## src/hdl/nsa_pkg.sv

```systemverilog
// Shared types and constants for the NFA string acceptor.
// Used by the front, queue, back and top-level modules; depends on nothing.
`default_nettype none

package nsa_pkg;

  localparam int unsigned STATE_IDX_W = 3;
  localparam int unsigned SYM_W       = 8;
  localparam int unsigned MASK_W      = 8;
  localparam int unsigned REQ_W       = 2;
  localparam int unsigned CFG_IDX_W   = 1;
  localparam int unsigned CFG_DATA_W  = 8;
  localparam int unsigned QUEUE_DEPTH = 4;

  localparam logic [REQ_W-1:0] REQ_LOAD = 2'd0;
  localparam logic [REQ_W-1:0] REQ_SYM  = 2'd1;
  localparam logic [REQ_W-1:0] REQ_END  = 2'd2;

  localparam logic [CFG_IDX_W-1:0] CFG_START_STATE = 1'b0;
  localparam logic [CFG_IDX_W-1:0] CFG_FINAL_MASK  = 1'b1;

  typedef enum logic [1:0] {
    OP_LOAD = 2'd0,
    OP_SYM  = 2'd1,
    OP_END  = 2'd2
  } op_kind_e;

  typedef struct packed {
    op_kind_e               kind;
    logic [STATE_IDX_W-1:0] from_state;
    logic [SYM_W-1:0]       symbol;
    logic [MASK_W-1:0]      target_mask;
    logic                   last;
    logic                   sym_ok;
  } op_t;

  typedef struct packed {
    logic [STATE_IDX_W-1:0] start_state;
    logic [MASK_W-1:0]      final_mask;
  } cfg_t;

endpackage

`default_nettype wire

```

## src/hdl/nsa_fifo.sv

```systemverilog
// Short queue of classified operations between the front and the back.
// Depends on nsa_pkg for the operation type and the queue depth.
`default_nettype none

module nsa_fifo (
  input  wire logic         clk_i,
  input  wire logic         rst_ni,
  input  wire logic         push_i,
  input  wire nsa_pkg::op_t wdata_i,
  output logic              full_o,
  input  wire logic         pop_i,
  output logic              valid_o,
  output nsa_pkg::op_t      rdata_o
);
  import nsa_pkg::*;

  localparam int unsigned PTR_W = $clog2(QUEUE_DEPTH);

  op_t              entry_q [QUEUE_DEPTH];
  logic [PTR_W-1:0] wr_ptr_q, wr_ptr_d;
  logic [PTR_W-1:0] rd_ptr_q, rd_ptr_d;
  logic [PTR_W:0]   count_q, count_d;

  assign full_o  = (count_q == (PTR_W + 1)'(QUEUE_DEPTH));
  assign valid_o = (count_q != '0);
  assign rdata_o = entry_q[rd_ptr_q];

  always_comb begin
    wr_ptr_d = wr_ptr_q;
    rd_ptr_d = rd_ptr_q;
    count_d  = count_q;
    if (push_i) begin
      wr_ptr_d = wr_ptr_q + 1'b1;
    end
    if (pop_i) begin
      rd_ptr_d = rd_ptr_q + 1'b1;
    end
    if (push_i && !pop_i) begin
      count_d = count_q + 1'b1;
    end else if (pop_i && !push_i) begin
      count_d = count_q - 1'b1;
    end
  end

  always_ff @(posedge clk_i or negedge rst_ni) begin
    if (!rst_ni) begin
      wr_ptr_q <= '0;
      rd_ptr_q <= '0;
      count_q  <= '0;
    end else begin
      wr_ptr_q <= wr_ptr_d;
      rd_ptr_q <= rd_ptr_d;
      count_q  <= count_d;
    end
  end

  always_ff @(posedge clk_i) begin
    if (push_i) begin
      entry_q[wr_ptr_q] <= wdata_i;
    end
  end

endmodule

`default_nettype wire

```

## config.mk

```make
export PLATFORM = sky130hd
export DESIGN_NAME = nsa_fifo
export DESIGN_NICKNAME = d
export VERILOG_FILES = /design/src/hdl/nsa_pkg.sv /design/src/hdl/nsa_fifo.sv
export SDC_FILE = /design/constraint.sdc
export NUM_CORES = 1
export LEC_CHECK = 0
export BUFFER_PORTS_ARGS = -buffer_cell sky130_fd_sc_hd__buf_2
export CORE_ASPECT_RATIO = 0.6
export CORE_MARGIN = 4
export CORE_UTILIZATION = 35
export DETAILED_ROUTE_END_ITERATION = 7
export SETUP_SLACK_MARGIN = 0.4
export SLEW_MARGIN = 20
export SYNTH_ARGS = -nofsm -noshare
export SYNTH_HDL_FRONTEND = slang
export SYNTH_SLANG_ARGS = --single-unit
```

## constraint.sdc

```tcl
create_clock -name clk_i -period 3.27 [get_ports clk_i]
set_input_delay 0.654 -clock clk_i [delete_from_list [all_inputs] [get_ports clk_i]]
set_output_delay 0.654 -clock clk_i [all_outputs]
set_load 0.02 [all_outputs]
```

==> results.ini <==
[job]
cap_viol_max_count=0

[finish]
fillers=899
syn_to_final_growth_pct=18.0
antenna_cells=0
drive_gt1_share_pct=41.4
final_nets=250
final_cells=357

[critical_path]
crit_arrival_ps=1990
path_cells=buf_4 > mux4_2 > buf_2
start_kind=register
cp_slowest_stage_delay_ps=580
end_kind=output pin
crit_required_ps=2620
critPathSlowestCell=dfrtp_4
critPathKind=register to output pin
cp_max_fo=13

[synthesis]
synth_edf_count=92
synth_nets=188
synth-xor-area-share_pct=1.40
synth_top_area_share_pct=73.5
yosys_register_bits=99
synth_warnings=0
synthDistinctLibCells=19
netlist_area_sq_um=3760
syn_inst=155
synth_top_cell_by_area=edfxtp_1
synth_fa_ha_area_share_pct=2.20
ys_async_sr_fraction_pct=7.07
synthMuxAreaShare_pct=14.6
synth-seq-area-share_pct=78.2
yosys-top-cells-area=edfxtp_1 (74%), mux4_2 (11%), dfrtp_1 (4.7%)
syn_avg_cell_area_sq_um=24.2
synth_simple_gate_area_share_pct=1.33
yosysMostFrequentCell=edfxtp_1
synthFlopType=edfxtp_1
synth_top_family_by_area=multiplexers
ys_top_cells_by_count=edfxtp_1 (92), mux4_2 (18), dfrtp_1 (7)
synth_compound_area_share_pct=0.133

[placement]
io_buffers=51
place.gp.congestion=0.654
place_inst=341
dp.final_hpwl_mm=4.22

[floorplanning]
initial_core_util_pct=37.0
die_h_um=88.3
core-area_sq_um=10200
num_rows=28
dieArea_sq_um=12500
io_pins=52
fp.dieW_um=142

[clocking]
cts_tree=built
clkSinkCount=99
cts_hold_buffers=0
cts_buffer_depth=2
htree_levels=3
numCtsBuffers=9
clk_latency_ps=340
clkTransAtPathRegs_ps=60
postCtsSetupBuffers=0
ctsRootBufferMaster=clkbuf_16

[route]
vias_per_cell=4.67
drt-initial-drc-count=98
totalWireLength_mm=6.44
final_antenna_net_count=0
wire_per_inst_um=18.0
drc=0
num_vias=1666
dr.pass1.iters=4

[grt]
grt_overflow=0
grt_pass1_wl_mm=10.1
grt_max_degree=24
first_global_vias=1734
track_usage_pct=11.4
antenna_found_initial=1

[sta]
finalHoldViolCount=0
hold_ws_ps=143
maxSlewViolCount=0
finalCriticalPeriod_ps=2650
fin_crit_sh_pct=80.9
tightest_slew_ps=582
rsz0062_at_grt=no
clock.fmax_mhz=378
skew_ps=5.79
setup_viol=0
setup_tns_ps=0
slew_headroom_pct=61.2

[pwr]
p_per_area_nw_per_um2=895
ir_drop_v=0.000398
leakage_nw=1.57

[min_path]
min-delay-path-class=primary input to asynchronous set/reset pin

[run_status]
status=finished, final reports clean

cell families (layout without fill, tap and decap cells):
family / after synthesis / count (layout)
flops: 99 / 99
simple gates: 9 / 9
xor+xnor: 6 / 6
buf+inv: 10 / 77
fa+ha+maj: 6 / 6
compound gates: 1 / 1
mux: 24 / 24
power breakdown:
| part | switching [mW] | internal [mW] | leakage, nW |
|---|---|---|---|
| logic | 0.675 | 0.521 | 0.510 |
| registers | 0.151 | 1.67 | 0.926 |
| clock network | 0.432 | 0.516 | 0.133 |
| total | 1.26 | 2.71 | 1.57 |
worst paths after layout:
| check | from | to | slack, ps | depth (start not counted) |
|---|---|---|---|---|
| max | rd_ptr_q[0]$_DFFE_PN0P_ | rdata_o[2] | 620 | 3 |
| min | rst_ni | count_q[1]$_DFFE_PN0P_ | 140 | 1 |
| max reg2reg | wr_ptr_q[0]$_DFFE_PN0P_ | entry_q[0][21]$_DFFE_PP_ | 1520 | 4 |
| min reg2reg | count_q[2]$_DFFE_PN0P_ | count_q[2]$_DFFE_PN0P_ | 500 | 1 |
| max in group asynchronous | rst_ni | rd_ptr_q[0]$_DFFE_PN0P_ | 2940 | 1 |
| min in group clk_i | count_q[2]$_DFFE_PN0P_ | count_q[2]$_DFFE_PN0P_ | 500 | 1 |
per-stage QoR:
step                      worst slack (ps)  total power [mW]  util, %  cell area (sq um)
final                                  624              3.97     43.6               4430
after global routing                   482              4.20     43.6               4430
after CTS                              494              4.04     43.6               4430
after detailed placement               874              3.08     41.0               4160
after global placement                 884              3.06     41.0               4160
after floorplan                       1450              2.71        -               3760
cells in the final DEF, fill, tap and decap left out, drive strengths merged, types with 3 or more instances in the layout:
cell	Yosys	final
and2	4	4
buf	6	57
clkbuf	0	10
clkinv	0	3
dfrtp	7	7
edfxtp	92	92
ha	5	5
inv	4	6
mux4	23	23
xor2	4	4
worst max-delay path, delay by kind of cell (launching register included):
kind     cells  cell delay, ps
buf+inv      2             510
flops        1             580
mux          1             560
flip-flops by register name, indices dropped and copies added (netlist names):
name	cells
rd_ptr_q	2
count_q	3
entry_q	92
wr_ptr_q	2
final cells by class:
type / instances / area, sq um / area share, %
clock buffers: 10 / 229 / 5.17
multi-input cells: 46 / 738 / 16.7
inverters: 4 / 15.0 / 0.339
well taps: 135 / 169 / 3.81
clock inverters: 6 / 40.0 / 0.903
flip-flops and latches: 99 / 2940 / 66.4
repair buffers: 57 / 300 / 6.77
per-layer routing:
metal	GRT usage [%]	vias to the layer above	wire, um
met4	3.14	2	59
met2	17.4	39	3040
met5	0	-	13
met3	5.78	10	422
met1	14.7	853	2910
li1	-	762	-
what timing repair did:
item / in CTS / in global routing
endpoints found under the hold margin: 0 / 0
endpoints found under the setup margin: 0 / 4
gates resized for setup: 0 / 1
Note: power is estimated with default switching activity, not from simulation.
